File: config.mk
export PLATFORM = sky130hd
export DESIGN_NAME = cai_front
export DESIGN_NICKNAME = d
export VERILOG_FILES = /design/src/rtl/cai_pkg.sv /design/src/rtl/cai_front.sv
export SDC_FILE = /design/constraint.sdc
export NUM_CORES = 2
export LEC_CHECK = 0
export BUFFER_PORTS_ARGS = -buffer_cell sky130_fd_sc_hd__buf_4
export CAP_MARGIN = 15
export CORE_ASPECT_RATIO = 0.75
export CORE_UTILIZATION = 45
export CTS_CLUSTER_SIZE = 8
export DETAILED_ROUTE_END_ITERATION = 10
export SYNTH_ARGS = -nofsm -noshare
export SYNTH_HDL_FRONTEND = slang
export SYNTH_SLANG_ARGS = --single-unit
File: constraint.sdc
create_clock -name clk_i -period 8.3 [get_ports clk_i]
set_input_delay 0.415 -clock clk_i [delete_from_list [all_inputs] [get_ports clk_i]]
set_output_delay 0.415 -clock clk_i [all_outputs]
set_load 0.02 [all_outputs]
File: src/rtl/cai_pkg.sv
// Package of the complex ALU: widths, command codes, pipeline item and helpers.
package cai_pkg;

  // Width of one operand part.
  localparam int PartWidth = 16;
  // Width of a product and of a quotient magnitude.
  localparam int QuotWidth = 2 * PartWidth;
  // Width of a signed sum of two products.
  localparam int SumWidth  = QuotWidth + 1;
  // Width of a result part.
  localparam int ResWidth  = 32;

  typedef enum logic [1:0] {
    CmdAdd = 2'd0,
    CmdSub = 2'd1,
    CmdMul = 2'd2,
    CmdDiv = 2'd3
  } cai_cmd_e;

  // One beat as it travels down the divider chain.
  typedef struct packed {
    logic                 is_div;
    logic                 dz;
    logic                 neg_re;
    logic                 neg_im;
    logic [SumWidth-1:0]  val_re;
    logic [SumWidth-1:0]  val_im;
    logic [QuotWidth-1:0] rem_re;
    logic [QuotWidth-1:0] rem_im;
    logic [QuotWidth-1:0] den;
  } cai_item_t;

  // Clamp a signed sum into the signed result range.
  function automatic logic [ResWidth-1:0] sat_res(input logic [SumWidth-1:0] v);
    logic signed [63:0] x;
    logic signed [63:0] hi;
    logic signed [63:0] lo;
    x  = {{(64 - SumWidth){v[SumWidth-1]}}, v};
    hi = 64'sd2147483647;
    lo = -64'sd2147483648;
    if (x > hi) begin
      sat_res = hi[ResWidth-1:0];
    end else if (x < lo) begin
      sat_res = lo[ResWidth-1:0];
    end else begin
      sat_res = x[ResWidth-1:0];
    end
  endfunction

endpackage

File: src/rtl/cai_front.sv
// Front end: product stage and combine stage that build the beat for the divider chain.
module cai_front import cai_pkg::*; (
  input  logic                 clk_i,
  input  logic                 rst_ni,
  input  logic                 valid_i,
  output logic                 ready_o,
  input  logic [1:0]           command_i,
  input  logic [PartWidth-1:0] a_re_i,
  input  logic [PartWidth-1:0] a_im_i,
  input  logic [PartWidth-1:0] b_re_i,
  input  logic [PartWidth-1:0] b_im_i,
  output logic                 valid_o,
  input  logic                 ready_i,
  output cai_item_t            item_o
);

  logic signed [PartWidth-1:0] ar, ai, br, bi;

  logic                         v1_q;
  logic [1:0]                   cmd_q;
  logic signed [PartWidth:0]    s_re_q, s_im_q;
  logic signed [QuotWidth-1:0]  rr_q, ii_q, ri_q, ir_q, brr_q, bii_q;
  logic                         rdy1;

  logic                         v2_q;
  cai_item_t                    item_q, item_d;
  logic                         rdy2;

  logic signed [SumWidth-1:0]   num_re, num_im, mul_re, mul_im;
  logic [QuotWidth-1:0]         den;

  assign ar = a_re_i;
  assign ai = a_im_i;
  assign br = b_re_i;
  assign bi = b_im_i;

  assign rdy2    = !v2_q || ready_i;
  assign rdy1    = !v1_q || rdy2;
  assign ready_o = rdy1;
  assign valid_o = v2_q;
  assign item_o  = item_q;

  // Stage one control.
  always_ff @(posedge clk_i or negedge rst_ni) begin
    if (!rst_ni) begin
      v1_q <= 1'b0;
    end else if (rdy1) begin
      v1_q <= valid_i;
    end
  end

  // Stage one: the six products and the add or subtract result.
  always_ff @(posedge clk_i) begin
    if (rdy1 && valid_i) begin
      cmd_q <= command_i;
      if (command_i == CmdSub) begin
        s_re_q <= (PartWidth + 1)'(ar) - (PartWidth + 1)'(br);
        s_im_q <= (PartWidth + 1)'(ai) - (PartWidth + 1)'(bi);
      end else begin
        s_re_q <= (PartWidth + 1)'(ar) + (PartWidth + 1)'(br);
        s_im_q <= (PartWidth + 1)'(ai) + (PartWidth + 1)'(bi);
      end
      rr_q  <= QuotWidth'(ar) * QuotWidth'(br);
      ii_q  <= QuotWidth'(ai) * QuotWidth'(bi);
      ri_q  <= QuotWidth'(ar) * QuotWidth'(bi);
      ir_q  <= QuotWidth'(ai) * QuotWidth'(br);
      brr_q <= QuotWidth'(br) * QuotWidth'(br);
      bii_q <= QuotWidth'(bi) * QuotWidth'(bi);
    end
  end

  // Stage two: sums of products, divisor and sign split for division.
  always_comb begin
    num_re = SumWidth'(rr_q) + SumWidth'(ii_q);
    num_im = SumWidth'(ir_q) - SumWidth'(ri_q);
    mul_re = SumWidth'(rr_q) - SumWidth'(ii_q);
    mul_im = SumWidth'(ri_q) + SumWidth'(ir_q);
    den    = brr_q[QuotWidth-1:0] + bii_q[QuotWidth-1:0];

    item_d        = '0;
    item_d.den    = den;
    item_d.is_div = (cmd_q == CmdDiv);
    unique case (cmd_q) inside
      CmdAdd, CmdSub: begin
        item_d.val_re = SumWidth'(s_re_q);
        item_d.val_im = SumWidth'(s_im_q);
      end
      CmdMul: begin
        item_d.val_re = mul_re;
        item_d.val_im = mul_im;
      end
      default: begin
        item_d.dz     = (den == '0);
        item_d.neg_re = num_re[SumWidth-1];
        item_d.neg_im = num_im[SumWidth-1];
        item_d.val_re = num_re[SumWidth-1] ? -num_re : num_re;
        item_d.val_im = num_im[SumWidth-1] ? -num_im : num_im;
      end
    endcase
  end

  always_ff @(posedge clk_i or negedge rst_ni) begin
    if (!rst_ni) begin
      v2_q <= 1'b0;
    end else if (rdy2) begin
      v2_q <= v1_q;
    end
  end

  always_ff @(posedge clk_i) begin
    if (rdy2 && v1_q) begin
      item_q <= item_d;
    end
  end

endmodule

==> metrics.md <==
| Metric | Value |
|---|---|
| Outcome | complete, but fails checks |
| Failing checks | design-rule violations |
| GPL Wtd Cong | 0.925 |
| Final Max Tran Viols | 0 |
| CORE AREA | 178000 sq um |
| Ys Warns | 0 |
| Iteration-0 DRC count of the detailed router | 5092 |
| Total congestion overflow | 0 |
| Worst-Margin Slew | 1250 ps |
| Synth cell types | 90 |
| Initial antenna violation count | 21 |
| Startpoint types | input port |
| Worst hold path class | input port to flop |
| Row count | 134 |
| Starting Density | 0.453 |
| Synth Area in Compound Gates | 0.0855 |
| Crit path max-delay family | adder cells |
| Largest family of logic cells by synthesized area | adder cells |
| # clock sinks | 330 |
| Max Buffers Root-to-Sink | 3 |
| Final count of hold timing violations | 0 |
| Setup TNS | 0 ps |
| CTS H-tree lvls | 2 |
| Sequential-to-total area share from yosys stat | 0.123 |
| CTS root buf | clkbuf_16 |
| Fillers | 17000 |
| Post-route DRC | 2 |
| Vias in the first global route | 60200 |
| Final setup vio count | 0 |
| Die height | 369 um |
| Synth Area in Adders | 0.488 |
| Maximum clock rate | 147 MHz |
| WS Path Type | input port to flop |
| Top Ports | 238 |
| Clk Latency, worst-skew pair | 660 ps |
| Largest net degree at the start of global routing | 77 |
| Final nets | 11000 |
| Hold depth | 3 |
| Multi-input combinational cell area | 61800 sq um |
| Post-Synth Simple-Gate Area | 0.137 |
| Via-per-instance ratio | 5.34 |
| Register area | 9900 sq um |
| RR Startpoint | rr_q[9] |
| Clock buffer count from CTS | 50 |
| Crit path max fanout | 34 |
| Min-Delay Endpoint | valid_o |
| Crit. End Element | flop |
| Mapped cell area | 80600 sq um |
| Max_cap viols | 0 |
| Slew HR | 0.164 |
| Die area | 181000 sq um |
| Detailed-placement wirelength estimate | 183 mm |
| Clk_skew | 34.3 ps |
| Drt total wl | 230 mm |
| Area growth syn-to-layout | 5.67% |
| WP data arrival | 7210 ps |
| RSZ-0062 raised after global routing | no |
| Syn_area_per_cell | 9.24 sq um |
| Critical Path Most Common Cell | fa_1 |
| Post-synth ARST share | 0.00606 |
| Post-synth top flop | edfxtp_1 |
| Wire per inst | 20.8 um |
| Antenna-violating nets left | 0 |
| Final min period | 6810 ps |
| CTS tree | built |
| Fraction of synthesized area in multiplexers | 0.00340 |
| DRT Pass-1 Iters | 8 |
| R2R Setup Slk | 2610 ps |
| Die Width | 491 um |
| First-pass GRT wire length | 358 mm |
| FF-to-FF End | item_o[159] |
| Largest stage delay on the critical path | 550 ps |
| Number of synthesized flops with an enable pin | 328 |
| Post-synthesis cell count | 8727 |
| Share of cells above drive strength 1 | 0.0419 |
| CTS clk-pin slew, worst paths | 60 ps |
| Slowest CP cell | fa_1 |
| Register bit total from synthesis | 330 |
| IO buf count | 173 |
| Worst path required time | 8700 ps |
| Routed via count | 59000 |
| Final worst path period share | 0.820 |
| Hold_sp | ready_i |
| Tot GR Track Use | 0.258 |
| Worst Path Buf+Inv | 6 |
| Worst reg2reg path depth | 12 |
| Xor/xnor share of the synthesized area | 0.0503 |
-- layer usage --
layer	vias up	part of all wire	global-route usage
met5	-	0.00024	0
met4	8	0.020	0.0536
met3	224	0.090	0.0516
met2	2176	0.42	0.374
met1	29800	0.47	0.394
li1	26700	-	-
-- registers in the layout, indices dropped and copies added (netlist names), 2 cells and up --
name	count
s_im_q	17
ri_q	32
cmd_q	2
ii_q	32
item_o	102
ir_q	32
brr_q	31
rr_q	32
bii_q	31
s_re_q	17
-- cell type report --
cell class                 instances  share of cell area
antenna                            5            0.000147
timing repair buffer             234              0.0209
clock inverter                     9             0.00122
clock buffer                      56              0.0150
inverter                        1953              0.0861
tap                             2380              0.0350
sequential                       330               0.116
multi-input combinational       6083               0.726
-- worst register-to-register path, stage by stage, from the launching register on --
cell and delay, ps:
edfxtp_1 610, ha_1 550, or2_2 390, nor4b_1 400, o211ai_1 390, nand4_1 220, o311ai_1 250, or3b_2 540
or4b_2 700, a2111oi_0 780, a41oi_1 240, xor2_1 190, o221ai_1 130
-- logic make-up after synthesis --
family,after synthesis
buffers and inverters,2377
AND/OR/NAND/NOR,2254
adder cells (fa/ha/maj),2229
AO/OA/AOI/OAI,1048
XOR/XNOR,462
flip-flops,330
multiplexers,26
other,1
-- cells in the mapped netlist, drive strengths merged, types with 25 or more instances --
library cell,instances,share of area
o21a,46,0.0043
o31ai,25,0.0023
a21oi,323,0.020
a21o,127,0.012
buf,95,0.0074
and2,548,0.043
o211ai,26,0.0024
nand3,80,0.0050
nand2b,58,0.0045
nand4,34,0.0026
a211oi,30,0.0029
nor2b,50,0.0039
and3,31,0.0024
ha,709,0.11
a31oi,35,0.0027
or3,36,0.0028
fa,1520,0.38
inv,1938,0.090
o21bai,54,0.0050
o21ai,181,0.011
xnor2,346,0.038
xor2,116,0.013
nand2,779,0.036
nor2,430,0.020
clkbuf,329,0.015
nor3,84,0.0052
edfxtp,328,0.12
-- repair_timing --
| action | 4_1_cts | 5_1_grt |
|---|---|---|
| gates resized for setup | 0 | 0 |
| endpoints found under the hold margin | 5 | 0 |
| setup buffers | 0 | 0 |
| hold buffers | 4 | 0 |
-- worst max path at each step --
stage                          start         to  slack [ps]  cells after the start
after detailed placement   b_im_i[8]  bii_q[30]         960                     25
after global routing       b_re_i[1]  brr_q[30]        1130                     24
final                      b_im_i[8]  bii_q[30]        1490                     25
after CTS                  b_im_i[8]  bii_q[30]        1640                     25
after floorplan           b_re_i[15]  brr_q[30]        1330                     25
after global placement     b_im_i[8]  bii_q[31]         990                     24
-- metrics by stage --
| stage | instance area [sq um] | instances | utilization | setup slack (ps) | hold WS (ps) |
|---|---|---|---|---|---|
| floorplan | 80800 | 8790 | - | 1330 | 119 |
| global placement | 83700 | 11000 | 0.471 | 988 | 198 |
| detailed placement | 83700 | 11000 | 0.471 | 955 | 200 |
| CTS | 85200 | 11000 | 0.479 | 1640 | 10.1 |
| global route | 85200 | 11100 | 0.479 | 1130 | 56.7 |
| finish | 85200 | 11100 | 0.479 | 1490 | 55.7 |
-- cell usage in the layout (no fill, tap or decap), types with 26 or more instances in the layout --
master,Yosys,routed
xnor2_1,345,345
nand2b_1,58,58
or3_1,36,36
a31oi_1,35,34
nand4_1,34,34
a21oi_1,323,323
nand2_1,779,779
o21a_1,46,46
a21o_1,126,126
buf_4,64,229
conb_1,1,64
o211ai_1,26,26
xor2_1,116,116
clkbuf_16,0,50
nor2_1,430,429
inv_1,1936,1936
o21ai_0,179,179
nor3_1,84,84
ha_1,709,709
a211oi_1,28,28
fa_1,1520,1520
nor2b_1,50,49
and3_1,31,31
o21bai_1,54,54
edfxtp_1,328,328
nand3_1,80,80
and2_1,548,546
Power is not shown: default switching activity piles up to over one toggle a cycle in this logic, so the estimate is an artifact.
