==> src/rtl/cai_pkg.sv <==
// Package of the complex ALU: widths, command codes, pipeline item and helpers.
package cai_pkg;

  // Width of one operand part.
  localparam int PartWidth = 16;
  // Width of a product and of a quotient magnitude.
  localparam int QuotWidth = 2 * PartWidth;
  // Width of a signed sum of two products.
  localparam int SumWidth  = QuotWidth + 1;
  // Width of a result part.
  localparam int ResWidth  = 32;

  typedef enum logic [1:0] {
    CmdAdd = 2'd0,
    CmdSub = 2'd1,
    CmdMul = 2'd2,
    CmdDiv = 2'd3
  } cai_cmd_e;

  // One beat as it travels down the divider chain.
  typedef struct packed {
    logic                 is_div;
    logic                 dz;
    logic                 neg_re;
    logic                 neg_im;
    logic [SumWidth-1:0]  val_re;
    logic [SumWidth-1:0]  val_im;
    logic [QuotWidth-1:0] rem_re;
    logic [QuotWidth-1:0] rem_im;
    logic [QuotWidth-1:0] den;
  } cai_item_t;

  // Clamp a signed sum into the signed result range.
  function automatic logic [ResWidth-1:0] sat_res(input logic [SumWidth-1:0] v);
    logic signed [63:0] x;
    logic signed [63:0] hi;
    logic signed [63:0] lo;
    x  = {{(64 - SumWidth){v[SumWidth-1]}}, v};
    hi = 64'sd2147483647;
    lo = -64'sd2147483648;
    if (x > hi) begin
      sat_res = hi[ResWidth-1:0];
    end else if (x < lo) begin
      sat_res = lo[ResWidth-1:0];
    end else begin
      sat_res = x[ResWidth-1:0];
    end
  endfunction

endpackage

==> src/rtl/cai_div_cell.sv <==
// Divider cell: one restoring quotient bit for both parts of a beat.
module cai_div_cell import cai_pkg::*; (
  input  logic      clk_i,
  input  logic      rst_ni,
  input  logic      valid_i,
  output logic      ready_o,
  input  cai_item_t item_i,
  output logic      valid_o,
  input  logic      ready_i,
  output cai_item_t item_o
);

  logic                 valid_q;
  cai_item_t            item_q, item_d;
  logic [QuotWidth:0]   t_re, t_im;
  logic                 q_re, q_im;

  assign ready_o = !valid_q || ready_i;
  assign valid_o = valid_q;
  assign item_o  = item_q;

  // Shift the next dividend bit into each remainder and try the divisor.
  always_comb begin
    item_d = item_i;
    t_re   = {item_i.rem_re, item_i.val_re[QuotWidth-1]};
    t_im   = {item_i.rem_im, item_i.val_im[QuotWidth-1]};
    q_re   = (t_re >= {1'b0, item_i.den});
    q_im   = (t_im >= {1'b0, item_i.den});
    if (item_i.is_div) begin
      item_d.rem_re = q_re ? QuotWidth'(t_re - {1'b0, item_i.den}) : t_re[QuotWidth-1:0];
      item_d.rem_im = q_im ? QuotWidth'(t_im - {1'b0, item_i.den}) : t_im[QuotWidth-1:0];
      item_d.val_re = {1'b0, item_i.val_re[QuotWidth-2:0], q_re};
      item_d.val_im = {1'b0, item_i.val_im[QuotWidth-2:0], q_im};
    end
  end

  always_ff @(posedge clk_i or negedge rst_ni) begin
    if (!rst_ni) begin
      valid_q <= 1'b0;
    end else if (ready_o) begin
      valid_q <= valid_i;
    end
  end

  always_ff @(posedge clk_i) begin
    if (ready_o && valid_i) begin
      item_q <= item_d;
    end
  end

endmodule

==> config.mk <==
export PLATFORM = sky130hd
export DESIGN_NAME = cai_div_cell
export DESIGN_NICKNAME = d
export VERILOG_FILES = /design/src/rtl/cai_pkg.sv /design/src/rtl/cai_div_cell.sv
export SDC_FILE = /design/constraint.sdc
export NUM_CORES = 1
export LEC_CHECK = 0
export ABC_AREA = 1
export BUFFER_PORTS_ARGS = -buffer_cell sky130_fd_sc_hd__buf_2
export CORE_MARGIN = 2
export CORE_UTILIZATION = 35
export CTS_CLUSTER_SIZE = 12
export DETAILED_ROUTE_END_ITERATION = 16
export SKIP_LAST_GASP = 1
export SLEW_MARGIN = 10
export SYNTH_ARGS = -nofsm -noshare
export SYNTH_HDL_FRONTEND = slang
export SYNTH_SLANG_ARGS = --single-unit
==> constraint.sdc <==
create_clock -name clk_i -period 14.15 [get_ports clk_i]
set_clock_uncertainty 0.1 [all_clocks]
set_input_delay 0.7075 -clock clk_i [delete_from_list [all_inputs] [get_ports clk_i]]
set_output_delay 0.7075 -clock clk_i [all_outputs]
set_load 0.005 [all_outputs]
==> impl_metrics.ini, run 1 <==
[run_status]
status = complete, no violations

[power_and_ir_drop]
p_sw_frac = 0.327
ir_drop_mv = 0.0847
power.switching_uw = 480
p_int_uw = 987
p_clk_frac = 0.330
power_uw = 1470
power_leakage_uw = 0.00761
powerDensity_nw_per_um2 = 99.0
comb_power_share = 0.260
power_frac_seq = 0.410

[logic_synthesis]
ys_ff_latch = 167
syn_area_sq_um = 12100
synthCells = 1645
ys.warnings.count = 0
ys_types = 40
ys_seq_area_frac = 0.413
synth_fp_nets = 1881
synthArstFlopShare = 0.00599
yosysMostFrequentCell = nand2_1
synth_commonest_cells = nand2_1, inv_1, edfxtp_1
synth_flop_cell = edfxtp_1
synth_top_area_frac = 0.411
synth_edf_count = 166
syn_area_per_cell_sq_um = 7.37
yosys-top-cells-area = edfxtp_1, nand2_1, inv_1
yosysTopAreaCell = edfxtp_1

[die]
rows = 68
start_util = 0.354
die_x_um = 190
num_io_pins = 338
die_h_um = 190
core_sq_um = 34300
dieArea_sq_um = 36100

[critical_path]
worstSetupPathType = primary input to register
crit_slowest_cell = nor2_4
path_cells = buf_2, inv_1, ha_1, nand2_1, inv_1, a21oi_1, nand2_1, nand2_1, nand3_1, nor2_2, nand2_4, nor2_4, nand2_1, nand3_1
cpPeakStageDelay_ns = 0.73
crit_path_end_kind = register
crit_family = simple AND/OR/NAND/NOR gates
crit_buf_inv = 3
path_common_cell = nand2_1
required_ns = 14.36
critPathLaunchType = primary input
arrival_ns = 3.54
critPathMaxFanout = 33
rrSetupSlack_ns = 11.54

[sta]
setup_ws_ns = 10.82
min_period_over_period = 0.235
clock.fmax_ghz = 0.300
rsz0062_at_grt = false
relSlewSlack = 0.313
slew_violations = 0
report.final.setup_viol = 0
tns_ns = 0
worstMarginPinSlew_ns = 1.03
holdWs_ns = 0.341
finalCriticalPeriod_ns = 3.33
finalHoldViolCount = 0

[min_path]
hold_path_class = primary input to register

[clock_network]
clkSinkCount = 167
numCtsBuffers = 17
clk_latency_ns = 0.44
h-tree-depth = 4
cts-root-buf = clkbuf_16
clockBufferDepth = 2
clk_pin_slew_ns = 0.07
cts_tree = done

[job]
cap_violations = 0

[global_routing]
grt_pass1_wl_mm = 64.5
antenna_found_initial = 1
grt_pass1_vias = 11600
grt_start_max_net_pins = 102
overflow = 0
grtUsageTotal = 0.237

[layout]
multi_input_area_sq_um = 5920
area_growth_pct = 22.2
n_antenna_cell = 0
drive_above_1_share = 0.216
final-seq-area_sq_um = 5010
nets = 2203
fill_cells = 3589
final_cells = 2435

[placement]
place_ws_ns = 10.39
gp_congestion = 0.897
portBuffers = 337
hpwl_mm = 35.1
dp_cells = 2402

[drt]
drt_wl_total_mm = 43.5
dr.pass1.iters = 5
drcViolationCount = 0
routedWlPerCell_um = 17.8
drtIter0Drc = 886
num_vias = 11900
detail-route-antenna-nets = 0
avgViaCountPerCell = 4.90
-- cell type report --
| cell class | count | share of cell area |
|---|---|---|
| Multi-Input combinational cell | 1176 | 0.400 |
| Clock inverter | 15 | 0.0114 |
| Timing Repair Buffer | 342 | 0.117 |
| Inverter | 263 | 0.0668 |
| Sequential cell | 167 | 0.338 |
| Clock buffer | 17 | 0.0287 |
| Tap cell | 455 | 0.0384 |
-- power groups by stage --
stage | Combinational (uW) | Sequential [uW] | Clock, uW
after CTS | 382 | 602 | 496
after global routing | 427 | 604 | 511
after floorplan | 227 | 624 | 0
after global placement | 380 | 613 | 0
final | 382 | 602 | 484
after detailed placement | 380 | 613 | 0
-- metrics by stage --
step,util,area (sq um)
after floorplan,-,12100
after global placement,0.414,14200
after detailed placement,0.414,14200
after CTS,0.432,14800
after global routing,0.432,14800
final,0.432,14800
-- worst register-to-register path: stages (launching register included) --
cell and delay (ns):
dfrtp_1 0.42, a21oi_4 0.77, buf_4 0.86
-- metal layers --
| layer | vias to the layer above | global-route usage | routed length (um) |
|---|---|---|---|
| met4 | 0 | 0.0948 | 1330 |
| li1 | 5960 | - | - |
| met1 | 5491 | 0.300 | 19000 |
| met5 | - | 0 | 0 |
| met2 | 422 | 0.403 | 20500 |
| met3 | 68 | 0.0371 | 2620 |
-- timing repair --
| action | CTS | global route |
|---|---|---|
| resized for setup | 0 | 0 |
| hold buffers | 1 | 0 |
| hold endpoints to repair | 1 | 0 |
| buffers inserted | 0 | 0 |
-- path summary, 6_finish.rpt --
kind                              from     endpoint  cells after the start
max                         item_i[23]   item_o[93]                     14
min                        item_i[163]  item_o[163]                      1
max reg2reg                    valid_o   item_o[30]                      2
min reg2reg                    valid_o      valid_o                      2
max in group asynchronous       rst_ni      valid_o                      2
min in group asynchronous       rst_ni      valid_o                      2
-- registers in the layout, summed over array words and instances (netlist names) --
signal	flops
valid_o	1
item_o	166
-- kinds of logic after synthesis --
| logic type | after synthesis | share of synthesized area |
|---|---|---|
| and+or+nand+nor | 932 | 0.330 |
| buffers and inverters | 302 | 0.0994 |
| AOI/OAI and AO/OA | 149 | 0.0672 |
| adders and majority gates | 66 | 0.0693 |
| DFF | 167 | 0.413 |
| xor gates and xnor gates | 29 | 0.0209 |
-- cell usage in the layout, fill, tap and decap left out, drive strengths merged, types with 6 or more instances in the layout --
cell type,n
buf,341
nand3,158
nand2,613
o21bai,11
ha,64
clkinv,7
nand3b,10
xor2,27
nand4,33
inv,268
edfxtp,166
nor2,109
a21oi,55
nor3,6
clkbuf,17
o21ai,81
Power figures use the tool's default switching activity.
==> run 2, diff against run 1 <==
==> constraint.sdc (replaced) <==
create_clock -name clk_i -period 2.7 [get_ports clk_i]
set_clock_uncertainty 0.1 [all_clocks]
set_input_delay 0.135 -clock clk_i [delete_from_list [all_inputs] [get_ports clk_i]]
set_output_delay 0.135 -clock clk_i [all_outputs]
set_load 0.005 [all_outputs]
==> run 2 against run 1 <==
Combinational power grew to 6.2 times the previous value; non-clock buffer count is 245 higher; core utilization is 7.2 points higher; sequential cell count stayed put; global-route usage is 1.3 points higher; design area is 17% higher; sequential power grew to 5.2 times the previous value; sequential share of layout area is 4.9 points lower; critical path type unchanged; critical endpoint is now item_o[49]; largest cell class unchanged; largest power group unchanged; highest routed layer unchanged.
==> impl_metrics.ini, run 2 (synthesis gave the netlist of run 1 again) <==
[run_status]
status = complete, no violations

[critical_path]
required_ns = 2.78
critPathMaxFanout = 10
rrSetupSlack_ns = 0.84
path_cells = dlygate4sd3_1, buf_2, ha_1, nand2_1, nor2_1, nand2_1, nor2_1, nand2_1, nand2_2, nor2_8, nand2_8, nor2_8, buf_12, nand2_1, nand3_1
worstSetupPathType = primary input to register
arrival_ns = 2.68
crit_slowest_cell = dlygate4sd3_1
critPathLaunchType = primary input
crit_path_end_kind = register
cpPeakStageDelay_ns = 0.57
rr_startpoint = valid_o
crit_buf_inv = 3
path_common_cell = nand2_1
rr_worst_depth = 2
crit_family = simple AND/OR/NAND/NOR gates
rr_endpoint = item_o[13]

[global_routing]
overflow = 0
grt_start_max_net_pins = 137
grt_pass1_wl_mm = 68.7
grtUsageTotal = 0.250
grt_pass1_vias = 12900
antenna_found_initial = 1

[sta]
finalHoldViolCount = 0
relSlewSlack = 0.542
min_period_over_period = 0.964
slew_violations = 0
rsz0062_at_grt = false
clock.fmax_ghz = 0.384
finalCriticalPeriod_ns = 2.60
holdWs_ns = 0.0594
report.final.setup_viol = 0
worstMarginPinSlew_ns = 0.686

[layout]
final_common_cell = nand2_1
final-seq-area_sq_um = 5010
nets = 2450
mostFrequentLayoutCells = nand2_1, buf_2, inv_1, dlygate4sd3_1, edfxtp_1
area_growth_pct = 42.6
multi_input_area_sq_um = 5990
fill_cells = 3332
largest_reg_flops = 166
drive_above_1_share = 0.225
utilization = 0.504

[drt]
drt_wl_total_mm = 46.6
drcViolationCount = 0
dr.pass1.iters = 5
detail-route-antenna-nets = 0
num_vias = 13100
routedWlPerCell_um = 17.4
drtIter0Drc = 742
avgViaCountPerCell = 4.87

[power_and_ir_drop]
power_leakage_uw = 0.00873
ir_drop_mv = 0.462
powerDensity_nw_per_um2 = 472
power_uw = 8170

[die]
core_sq_um = 34300
die_x_um = 190
die_h_um = 190
rows = 68
dieArea_sq_um = 36100
start_util = 0.354
num_io_pins = 338

[job]
cap_violations = 0

[clock_network]
h-tree-depth = 4
clkSinkCount = 167
cts_tree = done
clockBufferDepth = 2
clk_latency_ns = 0.45
cts-root-buf = clkbuf_16
clk_pin_slew_ns = 0.07
numCtsBuffers = 17

[placement]
hpwl_mm = 36.1
gp_congestion = 0.994
portBuffers = 337

[min_path]
worstHoldStart = item_i[99]
hold_path_class = primary input to register
holdPathEnd = item_o[100]
worstHoldPathCells = 3
-- run 2: report_power, final --
| part | leakage (uW) | total, uW | internal (uW) | switching [uW] |
|---|---|---|---|---|
| combinational | 0.00683 | 2380 | 980 | 1400 |
| clock | 0.000302 | 2640 | 1490 | 1150 |
| sequential | 0.00160 | 3150 | 3100 | 52.7 |
| total | 0.00873 | 8170 | 5570 | 2610 |
-- run 2: worst max path at each step --
stage	slack (ns)	cells past startpoint	end	from
2_1_floorplan	-1.00	1	item_o[0]	valid_o
5_1_grt	0.002	15	item_o[79]	item_i[9]
3_3_place_gp	0.05	15	item_o[49]	item_i[6]
6_report	0.1	15	item_o[49]	item_i[46]
3_5_place_dp	0.005	14	item_o[89]	item_i[30]
4_1_cts	0.003	15	item_o[89]	item_i[10]
-- run 2: metrics by stage --
stage	std cells	cell area, sq um	TNS (ns)	setup slack (ns)
after CTS	2677	17200	0	0.00288
after detailed placement	2461	14700	0	0.00468
final	2684	17300	0	0.0971
after global placement	2461	14700	0	0.0533
after floorplan	1645	12100	-166.43	-1.00
after global routing	2683	17300	0	0.00152
-- run 2: worst min-delay path: stages --
cell     delay (ns)
buf_2          0.09
inv_1          0.05
o21ai_0        0.12
-- run 2: cell type report --
cell class	count	area share
clock inverters	14	0.0109
flip-flops and latches	167	0.290
repair buffers	587	0.238
clock buffers	18	0.0248
well taps	455	0.0329
inverters	263	0.0572
multi-input cells	1178	0.346
diodes	2	0.000289
-- run 2: routing by layer --
| metal | GRT usage | share of wire | vias up |
|---|---|---|---|
| met1 | 0.303 | 0.42 | 6010 |
| met4 | 0.0993 | 0.031 | 0 |
| met5 | 0 | 0 | - |
| li1 | - | - | 6462 |
| met3 | 0.0421 | 0.067 | 69 |
| met2 | 0.441 | 0.49 | 519 |
-- run 2: what timing repair did --
action	CTS	global route
setup endpoints to repair	0	58
resized for setup	0	12
setup buffers	0	3
hold buffers	184	0
hold endpoints to repair	165	0
