--- src/rtl/cai_pkg.sv ---
// Package of the complex ALU: widths, command codes, pipeline item and helpers.
package cai_pkg;

  // Width of one operand part.
  localparam int PartWidth = 16;
  // Width of a product and of a quotient magnitude.
  localparam int QuotWidth = 2 * PartWidth;
  // Width of a signed sum of two products.
  localparam int SumWidth  = QuotWidth + 1;
  // Width of a result part.
  localparam int ResWidth  = 32;

  typedef enum logic [1:0] {
    CmdAdd = 2'd0,
    CmdSub = 2'd1,
    CmdMul = 2'd2,
    CmdDiv = 2'd3
  } cai_cmd_e;

  // One beat as it travels down the divider chain.
  typedef struct packed {
    logic                 is_div;
    logic                 dz;
    logic                 neg_re;
    logic                 neg_im;
    logic [SumWidth-1:0]  val_re;
    logic [SumWidth-1:0]  val_im;
    logic [QuotWidth-1:0] rem_re;
    logic [QuotWidth-1:0] rem_im;
    logic [QuotWidth-1:0] den;
  } cai_item_t;

  // Clamp a signed sum into the signed result range.
  function automatic logic [ResWidth-1:0] sat_res(input logic [SumWidth-1:0] v);
    logic signed [63:0] x;
    logic signed [63:0] hi;
    logic signed [63:0] lo;
    x  = {{(64 - SumWidth){v[SumWidth-1]}}, v};
    hi = 64'sd2147483647;
    lo = -64'sd2147483648;
    if (x > hi) begin
      sat_res = hi[ResWidth-1:0];
    end else if (x < lo) begin
      sat_res = lo[ResWidth-1:0];
    end else begin
      sat_res = x[ResWidth-1:0];
    end
  endfunction

endpackage

--- src/rtl/cai_back.sv ---
// Back end: quotient sign, clamping and the output register.
module cai_back import cai_pkg::*; (
  input  logic                clk_i,
  input  logic                rst_ni,
  input  logic                valid_i,
  output logic                ready_o,
  input  cai_item_t           item_i,
  output logic                valid_o,
  input  logic                ready_i,
  output logic [ResWidth-1:0] res_re_o,
  output logic [ResWidth-1:0] res_im_o,
  output logic                div_zero_o
);

  logic                valid_q;
  logic [ResWidth-1:0] re_q, im_q, re_d, im_d;
  logic                dz_q;
  logic [SumWidth-1:0] sv_re, sv_im;

  assign ready_o    = !valid_q || ready_i;
  assign valid_o    = valid_q;
  assign res_re_o   = re_q;
  assign res_im_o   = im_q;
  assign div_zero_o = dz_q;

  // Give the quotient its sign back, then clamp to the result range; a divide-by-zero beat gives zero parts.
  always_comb begin
    sv_re = item_i.val_re;
    sv_im = item_i.val_im;
    if (item_i.is_div) begin
      sv_re = item_i.neg_re ? -item_i.val_re : item_i.val_re;
      sv_im = item_i.neg_im ? -item_i.val_im : item_i.val_im;
    end
    re_d = item_i.dz ? '0 : sat_res(sv_re);
    im_d = item_i.dz ? '0 : sat_res(sv_im);
  end

  always_ff @(posedge clk_i or negedge rst_ni) begin
    if (!rst_ni) begin
      valid_q <= 1'b0;
    end else if (ready_o) begin
      valid_q <= valid_i;
    end
  end

  always_ff @(posedge clk_i) begin
    if (ready_o && valid_i) begin
      re_q <= re_d;
      im_q <= im_d;
      dz_q <= item_i.dz;
    end
  end

endmodule

--- config.mk ---
export PLATFORM = sky130hd
export DESIGN_NAME = cai_back
export DESIGN_NICKNAME = d
export VERILOG_FILES = /design/src/rtl/cai_pkg.sv /design/src/rtl/cai_back.sv
export SDC_FILE = /design/constraint.sdc
export NUM_CORES = 1
export LEC_CHECK = 0
export ABC_AREA = 1
export BUFFER_PORTS_ARGS = -buffer_cell sky130_fd_sc_hd__buf_4
export CAP_MARGIN = 25
export CORE_AREA = 2 2 97 137
export CTS_BUF_LIST = sky130_fd_sc_hd__clkbuf_8 sky130_fd_sc_hd__clkbuf_16
export DETAILED_ROUTE_END_ITERATION = 7
export DIE_AREA = 0 0 99 139
export PLACE_DENSITY = 0.72
export SYNTH_ARGS = -nofsm -noshare
export SYNTH_HDL_FRONTEND = slang
export SYNTH_SLANG_ARGS = --single-unit
export TNS_END_PERCENT = 100
--- constraint.sdc ---
create_clock -name clk_i -period 5.8 [get_ports clk_i]
set_input_delay 0 -clock clk_i [delete_from_list [all_inputs] [get_ports clk_i]]
set_output_delay 0 -clock clk_i [all_outputs]
set_load 0.1 [all_outputs]
==> results of run 1 <==
[cell families (layout without fill, tap and decap cells)]
kind of cell             after synthesis  after routing  synth area share (%)
AO/OA/AOI/OAI                         98             98                  12.8
buffers and inverters                 95            236                  8.52
XOR/XNOR                              43             43                  7.65
AND/OR/NAND/NOR                      315            315                  30.4
adder cells (fa/ha/maj)                2              2                 0.508
flip-flops                            66             66                  40.2
[through the flow]
stage          hold slack [ns]  cells  instance area, sq um  setup WS (ns)  power [mW]
6_report                0.0214    913                  6420           3.40        1.83
5_1_grt                 0.0282    913                  6420           3.19        1.90
4_1_cts                 0.0164    913                  6420           3.35        1.84
3_5_place_dp            -0.224    893                  6050           3.00        1.24
3_3_place_gp            -0.225    893                  6050           3.05        1.23
2_1_floorplan           -0.296    619                  4920           1.21        1.09
[flip-flops by register name, summed over array words and instances (netlist names)]
| name | cells |
|---|---|
| res_re_o | 32 |
| div_zero_o | 1 |
| valid_o | 1 |
| res_im_o | 32 |
[how the worst max path moves through the flow]
stage                    to  slack, ns
2_1_floorplan    div_zero_o       1.21
3_3_place_gp   res_im_o[30]       3.05
3_5_place_dp    res_im_o[0]       3.00
4_1_cts        res_im_o[30]       3.35
5_1_grt         res_im_o[0]       3.19
6_report       res_im_o[30]       3.40
[metal layers]
layer / wire (microns) / vias to the layer above / global-route usage [%] / part of all wire, %
met4: 541 / 0 / 10.5 / 4.0
met1: 4760 / 2015 / 19.8 / 35
met5: 0 / - / 0 / 0
li1: - / 2279 / - / -
met3: 692 / 28 / 3.68 / 5.1
met2: 7680 / 152 / 38.3 / 56
[worst reg2reg max path: stages (launching register included)]
cell     delay, ns
dfrtp_1       0.42
a21oi_4       0.15
buf_4         0.65
[cells in the final DEF (no fill, tap or decap), types with 6 or more instances in the layout]
master and n:
a21oi_1 33, a21oi_2 20, buf_4 142, clkbuf_16 9, edfxtp_1 65, inv_1 69
nand2_1 164, nand2_2 9, nand2_4 14, nand3_1 32, nor2_1 62, nor2_2 8
nor2_4 6, nor3_1 6, o211ai_1 6, o21ai_0 20, o21ai_2 11, xnor2_1 16
xor2_1 27
[report_power, final]
group / switching, mW / total (mW) / internal [mW]
Combinational: 0.474 / 0.640 / 0.166
Sequential: 0.0116 / 0.589 / 0.577
Clock: 0.210 / 0.599 / 0.390
Total: 0.695 / 1.83 / 1.13
[final cells by class]
| cell class | instances | area, sq um |
|---|---|---|
| clock inverters | 6 | 87.6 |
| clock buffers | 10 | 239 |
| well taps | 153 | 191 |
| fillers | 1201 | 6150 |
| inverters | 74 | 278 |
| flip-flops and latches | 66 | 1980 |
| repair buffers | 146 | 1110 |
| multi-input cells | 458 | 2540 |
==> out/results.env, run 1 <==
CP.REQUIRED_NS=5.87
SYNTH-SEQ-AREA-SHARE_PCT=40.2
SYNTH_TOP_CELLS_BY_COUNT='nand2_1 (164), inv_1 (69), edfxtp_1 (65), nor2_1 (62), a21oi_1 (34)'
WL_PER_CELL_MICRONS=15.0
SYNTH.DISTINCT_CELLS=36
TIMING.MAX_SLEW.REL_SLACK_PCT=40.3
FIRST_PASS_GRT_WIRE_LENGTH_MICRONS=21600
SYNTH_MOST_COMMON_CELL='nand2_1'
WORST_R2R_PATH_DEPTH=2
FINALSETUPTNS_NS=0
MAX_CLOCK_FREQ_GHz=0.416
GLOBALROUTE.TOTALOVERFLOW=0
DIE-WIDTH_MICRONS=99
ACTUAL_TRANSITION_AT_THE_WORST_MAX_TRANSITION_PIN_NS=0.895
SETUP.REG_TO_REG.WORST_SLACK_NS=4.15
HOLD-PATH-CELL-COUNT=3
NUMCTSBUFFERS=9
CRITICAL_PATH_SOURCE='item_i[165]'
MAXIMUM_NUMBER_OF_PINS_ON_ONE_NET_BEFORE_GLOBAL_ROUTE_REPAIR=66
SYNTHARSTFLOPSHARE_PCT=1.52
CTS_SETUP_BUFFERS=0
ROUTE.ANTENNA.REMAINING_NETS=0
CP_NUM_BUF_INV=2
DRV.MAX_CAP_VIOLATION_COUNT=0
POST-ROUTE-PERIOD-UTIL_PCT=41.4
GRT_PASS1_VIAS=4400
POST_ROUTE_CORE_UTILIZATION_PCT=51.1
YOSYSTOPAREACELLSHARE_PCT=39.7
NETLIST_INSTANCES=619
CRITPATHLAUNCHTYPE='input pin'
FINALMAXSLEWVIOLATIONS=0
WORST_PATH_MAXIMUM_FANOUT=29
NUMBER_OF_GATES_RESIZED_AFTER_CTS=0
ANTENNA_VIOLATIONS_BEFORE_REPAIR=0
CLOCK_TREE_SKEW_AFTER_FINAL_LAYOUT_NS=0.00382
INITIALDRTVIOLATIONCOUNT=140
PWR_DENSITY_CELL_nW_PER_UM2=285
DRT_PASS1_ITERATIONS=4
RSZ0062_AT_GRT='false'
CORE_AREA_SQ_UM=12600
POST_ROUTE_CELLS_DRIVE_ABOVE_1_SHARE_PCT=31.3
OVERALL_GLOBAL_ROUTING_RESOURCE_USAGE_PCT=20.0
NUMBER_OF_PORT_BUFFERS=140
NUM_IO_PINS=237
PLACE.GP.CONGESTION=0.924
HPWLAFTERDP_MICRONS=10500
DIE_HEIGHT_MICRONS=139
CTS_NUM_SINKS=66
SYNTH_EDF_COUNT=65
HOLD_CLASS='input pin to flop'
MIN_PERIOD_NS=2.40
AREA_GROWTH_SYN_TO_LAYOUT_PCT=30.4
SETUP-VIOLATIONS-FINAL=0
CTS_MAX_PATH_BUFFERS=2
ROUTE.DETAILED.DRC=0
TRITONCTS='done'
REG2REG_TO='res_im_o[27]'
VDD.IR_DROP.WORST_uV=131
WORST_EP_ARRIVAL_TIME_NS=2.48
WIRELENGTH_MICRONS=13700
TIMING.CRITICAL_PATH.MODE_CELL='nand2_1'
NNETSFINAL=927
R2R_START='valid_o'
SYN_AREA_PER_CELL_SQ_UM=7.95
INITIAL_UTILIZATION_PCT=39.2
SYN-NUM-NETS=791
VIA_COUNT=4474
WORST-PATH-STAGES=11
FINALHOLDVIOLATIONS=0
SYN-CELL-AREA_SQ_UM=4920
NUM_ANTENNA_CELLS=0
CLK_PIN_SLEW_NS=0.06
YOSYS-TOP-CELLS-AREA='edfxtp_1 (40%), nand2_1 (13%), inv_1 (5.3%)'
FP.DIEAREA_SQ_UM=13800
SYNTH_FLOP_CELL='edfxtp_1'
DETAIL_ROUTE.VIAS_PER_CELL=4.90
YOSYSTOPAREACELL='edfxtp_1'
WORST_STAGE_DELAY_ON_THE_CRITICAL_PATH_NS=0.68
HOLD_BUFS_AT_CTS=4
CTSHTREEMAXLEVEL=3
KIND_OF_CELL_ADDING_THE_MOST_DELAY_TO_THE_CRITICAL_PATH='simple AND/OR/NAND/NOR gates'
CRIT_PATH_TOP_DELAY_CELL='nand3_2'
SYNTH.FF_LATCH_COUNT=66
CORE.ROWCOUNT=49
CELLS_TRAVERSED_ALONG_THE_WORST_TIMING_PATH='buf_4 > nand2_2 > inv_2 > nand2_1 > nand2_2 > nor2_8 > nand3_1 > nand2_1 > nand3_2 > nand2_1 > o21ai_1'
WORSTHOLDENDPOINT='res_re_o[0]'
STATIC-LEAKAGE-POWER_nW=2.92
END_KIND='flop'
WORST-SETUP-PATH-TYPE='input pin to flop'
STATUS='finished, final reports clean'
YOSYSWARNINGCOUNT=0
CTS.ROOT.BUFFER_CELL='clkbuf_16'
MIN_FROM='item_i[129]'
CLK_LATENCY_NS=0.33
Note: power is estimated with default switching activity, not from simulation.
==> run 2: changes to the inputs <==
PLACE_DENSITY = 0.74   (was 0.72)
clock period = 2.1 ns   (was 5.8 ns; I/O delays follow)
==> run 2 against run 1 <==
- sequential power rose to 2.8 times the previous value
- sequential cell count unchanged
- hold slack better by 0.0019 ns
- wire length down 1.4%
- final cell count up 1.6%
- via count down 0.94%
- clock power rose to 2.5 times the previous value
- sequential share of layout area down 0.62 points
- critical path type unchanged
- largest cell class unchanged
- highest routed layer unchanged
==> out/results.env, run 2 (same netlist as run 1, synthesis figures left out) <==
MIN_PERIOD_NS=1.53
VDD.IR_DROP.WORST_uV=431  # +230%
MET2_WIRELENGTH_MICRONS=7450  # -2.9%
INITIAL_UTILIZATION_PCT=39.2  # unchanged
GRT_PASS1_VIAS=4295  # -2.4%
WORST_PATH_MAXIMUM_FANOUT=15  # -48%
AREA_GROWTH_SYN_TO_LAYOUT_PCT=33.3
MET3_LENGTH_MICRONS=748  # +8.1%
ANTENNA_VIOLATIONS_BEFORE_REPAIR=0  # unchanged
NUMCTSBUFFERS=9  # unchanged
POST-ROUTE-PERIOD-UTIL_PCT=73.0
STATUS='finished, final reports clean'
R2R_START='valid_o'
MET1WIRELENGTH_MICRONS=4800  # +0.78%
WORST_EP_ARRIVAL_TIME_NS=1.70  # -0.78 ns
PWR_DENSITY_CELL_nW_PER_UM2=753  # +160%
NNETSFINAL=942  # +1.6%
TRITONCTS='done'
CORE.ROWCOUNT=49  # unchanged
CRITPATHCAPTURE='res_re_o[9]'
ROUTE.ANTENNA.REMAINING_NETS=0  # unchanged
DRT_PASS1_ITERATIONS=4  # unchanged
NUM_IO_PINS=237  # unchanged
PLACE.GP.CONGESTION=0.944  # +2.2%
REG2REG_TO='res_im_o[26]'
CORE_AREA_SQ_UM=12600  # unchanged
CLK_LATENCY_NS=0.33  # about the same
TIMING.MAX_SLEW.REL_SLACK_PCT=62.8  # +23 points
CTS_SETUP_BUFFERS=0  # unchanged
NUMBER_OF_PORT_BUFFERS=140  # unchanged
CTS_NUM_SINKS=66  # unchanged
WORST-SETUP-PATH-TYPE='input pin to flop'
GLOBALROUTE.TOTALOVERFLOW=0  # unchanged
DETAIL_ROUTE.VIAS_PER_CELL=4.78  # -2.5%
ROUTE.DETAILED.DRC=0  # unchanged
CTSHTREEMAXLEVEL=3  # unchanged
FINALSETUPTNS_NS=0  # unchanged
MAX_CLOCK_FREQ_GHz=0.653
CRITPATHLAUNCHTYPE='input pin'
POST_ROUTE_CELLS_DRIVE_ABOVE_1_SHARE_PCT=32.8  # +1.5 points
HOLD_CLASS='input pin to flop'
STATIC-LEAKAGE-POWER_nW=2.99  # +2.3%
FINALHOLDVIOLATIONS=0  # unchanged
DIE-WIDTH_MICRONS=99  # unchanged
END_KIND='flop'
RSZ0062_AT_GRT='false'
CLK_PIN_SLEW_NS=0.06  # about the same
FINAL_COMMON_CELL='nand2_1'
WL_PER_CELL_MICRONS=14.5  # -2.9%
CTS_MAX_PATH_BUFFERS=2  # unchanged
TOP_LAYER_USED='met4'
DESIGN_POWER_TOTAL_mW=4.94  # +170%
VIA_COUNT=4432  # -0.94%
WORST_R2R_PATH_DEPTH=2  # unchanged
FILLERINSTANCES=1201  # unchanged
CTS.ROOT.BUFFER_CELL='clkbuf_16'
FP.DIEAREA_SQ_UM=13800  # unchanged
ACTUAL_TRANSITION_AT_THE_WORST_MAX_TRANSITION_PIN_NS=0.556  # -0.338 ns
MAXIMUM_NUMBER_OF_PINS_ON_ONE_NET_BEFORE_GLOBAL_ROUTE_REPAIR=66  # unchanged
FINALMAXSLEWVIOLATIONS=0  # unchanged
OVERALL_GLOBAL_ROUTING_RESOURCE_USAGE_PCT=19.7  # -0.28 points
CRITICAL_PATH_SOURCE='item_i[130]'
CP.REQUIRED_NS=2.27  # -3.60 ns
DRV.MAX_CAP_VIOLATION_COUNT=0  # unchanged
SETUP.REG_TO_REG.WORST_SLACK_NS=0.76  # -3.39 ns
HPWLAFTERDP_MICRONS=10600  # +1.6%
FIRST_PASS_GRT_WIRE_LENGTH_MICRONS=21200  # -1.8%
FINAL_CELL_MIX='nand2_1 (164), buf_4 (153), inv_1 (69)'
NUM_ANTENNA_CELLS=0  # unchanged
DIE_HEIGHT_MICRONS=139  # unchanged
CLOCK_TREE_SKEW_AFTER_FINAL_LAYOUT_NS=0.00684  # +0.00302 ns
WIRELENGTH_MICRONS=13500  # -1.4%
INITIALDRTVIOLATIONCOUNT=166  # +19%
SETUP-VIOLATIONS-FINAL=0  # unchanged
## run 2: per-stage QoR
stage / setup slack, ns / hold slack (ns) / instance area (sq um) / utilization, % / std cells
floorplan: -0.106 / -0.296 / 4940 / - / 619
detailed placement: 0.233 / -0.222 / 6220 / 49.5 / 908
global placement: 0.250 / -0.225 / 6220 / 49.5 / 908
global route: 0.360 / 0.0389 / 6560 / 52.2 / 928
finish: 0.568 / 0.0233 / 6560 / 52.2 / 928
CTS: 0.556 / 0.0204 / 6560 / 52.2 / 928
## run 2: where the power goes
| group | internal, mW | total (mW) | leakage [nW] | switching [mW] |
|---|---|---|---|---|
| Clock | 0.950 | 1.51 | 0.141 | 0.559 |
| Sequential | 1.59 | 1.62 | 0.646 | 0.0312 |
| Combinational | 0.495 | 1.81 | 2.20 | 1.31 |
| Total | 3.04 | 4.94 | 2.99 | 1.90 |
## run 2: worst max-delay path: stages
cell and delay (ns):
buf_4 0.11, inv_1 0.08, ha_1 0.17, nand3_1 0.13
nor2_2 0.21, nand2_1 0.11, nand2_2 0.11, nand3_1 0.08
nand2_1 0.09, nand2_2 0.08, nand2_4 0.09, buf_4 0.22
nand2_1 0.07, a21oi_1 0.15
## run 2: worst min path at each step
stage,depth (start not counted),endpoint,start,slack (ns)
final,3,res_re_o[0],item_i[129],0.02
after floorplan,0,valid_o,rst_ni,-0.30
after global placement,1,valid_o,rst_ni,-0.22
after CTS,3,res_im_o[0],item_i[96],0.02
after detailed placement,1,valid_o,rst_ni,-0.22
after global routing,3,res_re_o[0],item_i[129],0.04
## run 2: final cells by class
class | instances | area [sq um] | share of cell area [%]
clock buffer | 10 | 239 | 3.64
clock inverter | 6 | 66.3 | 1.01
inverter | 74 | 278 | 4.23
multi-input combinational | 458 | 2540 | 38.7
sequential | 66 | 1980 | 30.2
tap | 153 | 191 | 2.92
timing repair buffer | 161 | 1270 | 19.3
## run 2: what timing repair did
action	CTS	global route
hold buffers	4	0
endpoints found under the hold margin	2	0
gates resized for setup	0	0
## run 2: routing by layer
layer | track usage [%] | vias to the layer above
li1 | - | 2306
met1 | 19.5 | 1955
met2 | 38.2 | 146
met3 | 4.08 | 25
met4 | 8.72 | 0
met5 | 0 | -
==> run 3: changes to the inputs <==
ABC_AREA = 0   (was 1)
CORE_AREA = 2 2 93 131   (was 2 2 97 137)
DIE_AREA = 0 0 95 133   (was 0 0 99 139)
PLACE_DENSITY = 0.73   (was 0.74)
clock period = 1.5 ns   (was 2.1 ns; I/O delays follow)
==> run 3 against run 2 <==
- the run now ends with negative setup slack left
- hold slack gained 0.076 ns
- worst setup slack lost 0.91 ns
- core utilization grew 16 points
- area after synthesis shrank 7.9%
- cell area grew 20%
- sequential cell count is the same
- die area shrank 8.2%
- count of clock-buffer cells in the layout shrank 1
- first-iteration DRC count grew 70%
- clock skew shrank 0.0022 ns
- critical path depth shrank 2
==> out/results.env, run 3 <==
HOLD_WS_NS=0.0993  # +0.0760 ns
NNETSFINAL=915  # -2.9%
CTSHTREEMAXLEVEL=3  # unchanged
DIE-WIDTH_MICRONS=95  # -4.0%
CRITPATHCAPTURE='res_re_o[30]'
WL_PER_CELL_MICRONS=18.9  # +30%
MAX_CLOCK_FREQ_GHz=0.542
NUM_ANTENNA_CELLS=0  # unchanged
SYNTH_TOP_CELLS_BY_COUNT='edfxtp_1 (65), a21oi_1 (49), nor2_1 (36), o31ai_1 (35), xnor2_1 (35)'
HPWLAFTERDP_MICRONS=11100  # +3.9%
FINALSETUPTNS_NS=-15.93  # -15.93 ns
SYNTH_FLOP_CELL='edfxtp_1'
FINALHOLDVIOLATIONS=0  # unchanged
OVERALL_GLOBAL_ROUTING_RESOURCE_USAGE_PCT=25.6  # +5.9 points
CLOCK_TREE_SKEW_AFTER_FINAL_LAYOUT_NS=0.00468  # -0.00216 ns
CRITICAL_PATH_SOURCE='item_i[132]'
VIA_COUNT=5257  # +19%
SYNTH.FF_LATCH_COUNT=66  # unchanged
SYN_AREA_PER_CELL_SQ_UM=9.70  # +22%
CRITPATHLAUNCHTYPE='input pin'
DIE_HEIGHT_MICRONS=133  # -4.3%
POST-ROUTE-PERIOD-UTIL_PCT=123
POST_ROUTE_CELLS_DRIVE_ABOVE_1_SHARE_PCT=53.1  # +20 points
SYNTH.DISTINCT_CELLS=56  # +56%
R2R_START='valid_o'
FLIP_FLOP_AND_LATCH_AREA_SQ_UM=1980  # unchanged
PWR_DENSITY_CELL_nW_PER_UM2=873  # +16%
DESIGN_POWER_TOTAL_mW=6.90  # +40%
GRT_PASS1_VIAS=5357  # +25%
NETLIST_INSTANCES=467  # -25%
REG2REG_TO='res_im_o[28]'
CLK_LATENCY_NS=0.33  # about the same
ANTENNA_VIOLATIONS_BEFORE_REPAIR=0  # unchanged
VDD.IR_DROP.WORST_uV=517  # +20%
SYNTH_MOST_COMMON_CELL='edfxtp_1'
DRV.MAX_CAP_VIOLATION_COUNT=0  # unchanged
SYN-NUM-NETS=639  # -19%
STATIC-LEAKAGE-POWER_nW=3.17  # +5.8%
WORST_PATH_MAXIMUM_FANOUT=3  # -12
SYNTH_EDF_COUNT=65  # unchanged
SYN-CELL-AREA_SQ_UM=4530  # -7.9%
NUM_IO_PINS=237  # unchanged
RSZ0062_AT_GRT='true'
SETUP.REG_TO_REG.WORST_SLACK_NS=0.19  # -0.57 ns
YOSYSTOPAREACELL='edfxtp_1'
SETUP-VIOLATIONS-FINAL=63  # +63
MIN_PERIOD_NS=1.85
CTS_NUM_SINKS=66  # unchanged
FINAL_CELL_MIX='buf_4 (261), edfxtp_1 (65), nor2_1 (35), xnor2_1 (35), a21oi_1 (30)'
CORE.ROWCOUNT=47  # -4.1%
MULTI_INPUT_AREA_SQ_UM=2990  # +18%
INITIALDRTVIOLATIONCOUNT=282  # +70%
FINAL_COMMON_CELL='buf_4'
FIN_WS_NS=-0.346  # -0.914 ns
NUMBER_OF_PORT_BUFFERS=140  # unchanged
NUMCTSBUFFERS=9  # unchanged
WORST_EP_ARRIVAL_TIME_NS=1.91  # +0.21 ns
FIRST_PASS_GRT_WIRE_LENGTH_MICRONS=25200  # +19%
FILLERINSTANCES=827  # -31%
INITIAL_UTILIZATION_PCT=39.1  # -0.045 points
WORST-SETUP-PATH-TYPE='input pin to flop'
DETAIL_ROUTE.VIAS_PER_CELL=5.88  # +23%
ROUTE.DETAILED.DRC=0  # unchanged
DRT_PASS1_ITERATIONS=5  # +1
ROUTE.ANTENNA.REMAINING_NETS=0  # unchanged
AREA_GROWTH_SYN_TO_LAYOUT_PCT=74.4
CP.REQUIRED_NS=1.56  # -0.71 ns
GLOBALROUTE.TOTALOVERFLOW=0  # unchanged
WORST_R2R_PATH_DEPTH=3  # +1
CLK_PIN_SLEW_NS=0.05  # about the same
END_KIND='flop'
STATUS='finished with violations'
MAXIMUM_NUMBER_OF_PINS_ON_ONE_NET_BEFORE_GLOBAL_ROUTE_REPAIR=51  # -23%
CTS_MAX_PATH_BUFFERS=2  # unchanged
SYNTHARSTFLOPSHARE_PCT=1.52  # unchanged
CTS.ROOT.BUFFER_CELL='clkbuf_16'
YOSYS-TOP-CELLS-AREA='edfxtp_1 (43%), xnor2_1 (6.8%), o31ai_1 (5.8%)'
SYNTH-SEQ-AREA-SHARE_PCT=43.6  # +3.5 points
YOSYSTOPAREACELLSHARE_PCT=43.1  # +3.4 points
TIMING.MAX_SLEW.REL_SLACK_PCT=73.9  # +11 points
POST_ROUTE_CORE_UTILIZATION_PCT=68.2  # +16 points
FP.DIEAREA_SQ_UM=12600  # -8.2%
TRITONCTS='done'
ACTUAL_TRANSITION_AT_THE_WORST_MAX_TRANSITION_PIN_NS=0.388  # -0.168 ns
FINALMAXSLEWVIOLATIONS=0  # unchanged
YOSYSWARNINGCOUNT=0  # unchanged
CORE_AREA_SQ_UM=11600  # -7.8%
VIOLATIONS_IN_THE_FINAL_REPORTS='negative setup slack'
WIRELENGTH_MICRONS=16900  # +26%
PLACE.GP.CONGESTION=1.00  # +6.4%
HOLD_CLASS='input pin to flop'
PLACE_WORST_SETUP_SLACK_NS=-0.665  # -0.898 ns
-- run 3: cell count changes after synthesis, sizes merged, moves of 13 or more --
cell    change
o211ai     +23
nor2       -41
o21ai      -20
xnor2      +19
nor4       +14
nor3       +13
o31ai      +33
nand3      -28
inv        -62
a31oi      +17
nand2     -172
-- run 3: where the power goes --
group / switching (mW) / internal, mW / total, mW
Combinational: 1.76 / 0.877 / 2.64
Sequential: 0.0452 / 2.22 / 2.26
Clock: 0.753 / 1.25 / 2.01
Total: 2.56 / 4.34 / 6.90
-- run 3: metal layers --
metal	global-route usage, %	share of wire, %
met1	27.7	35
met2	46.0	53
met4	13.4	4.4
met3	4.67	7.2
met5	0	0
-- run 3: logic make-up (layout without fill, tap and decap cells) --
group	count (synthesis)	after routing	share of synthesized area, %
fa+ha+maj	2	2	0.552
buf+inv	44	323	4.31
xor+xnor	57	57	11.0
flops	66	66	43.6
compound gates	164	164	23.8
simple gates	134	135	16.7
-- run 3: worst min-delay path by stage --
| stage | endpoint | depth (start not counted) | slack (ns) | start |
|---|---|---|---|---|
| after floorplan | valid_o | 0 | -0.30 | rst_ni |
| after global routing | div_zero_o | 1 | 0.09 | item_i[164] |
| after global placement | valid_o | 1 | -0.23 | rst_ni |
| after CTS | div_zero_o | 1 | 0.06 | item_i[164] |
| after detailed placement | valid_o | 1 | -0.22 | rst_ni |
| final | div_zero_o | 1 | 0.1 | item_i[164] |
-- run 3: cell type report --
class | instances | area share (%)
repair buffers | 296 | 30.5
clock buffers | 9 | 2.85
clock inverters | 6 | 0.649
multi-input cells | 358 | 37.9
inverters | 12 | 0.791
well taps | 147 | 2.33
flip-flops and latches | 66 | 25.1
-- run 3: worst max-delay path: stages --
cell and delay [ns]:
buf_8 0.10, nor4_4 0.35, buf_4 0.18, buf_4 0.10, buf_4 0.09, nand4_1 0.15
buf_4 0.20, nor4_4 0.12, buf_4 0.16, a31oi_1 0.09, xnor2_1 0.28, o31ai_4 0.10
-- run 3: through the flow --
step	instance area, sq um	std cells
floorplan	4740	467
global placement	6780	848
detailed placement	6780	848
CTS	7410	884
global route	7910	894
finish	7910	894
-- run 3: repair_timing --
action                                 CTS  global route
setup endpoints to repair               63            63
gates cloned                             4             2
endpoints found under the hold margin    2             0
buffers inserted                        13             9
resized for setup                       40            79
hold buffers                             4             0
pin swaps                               21            37
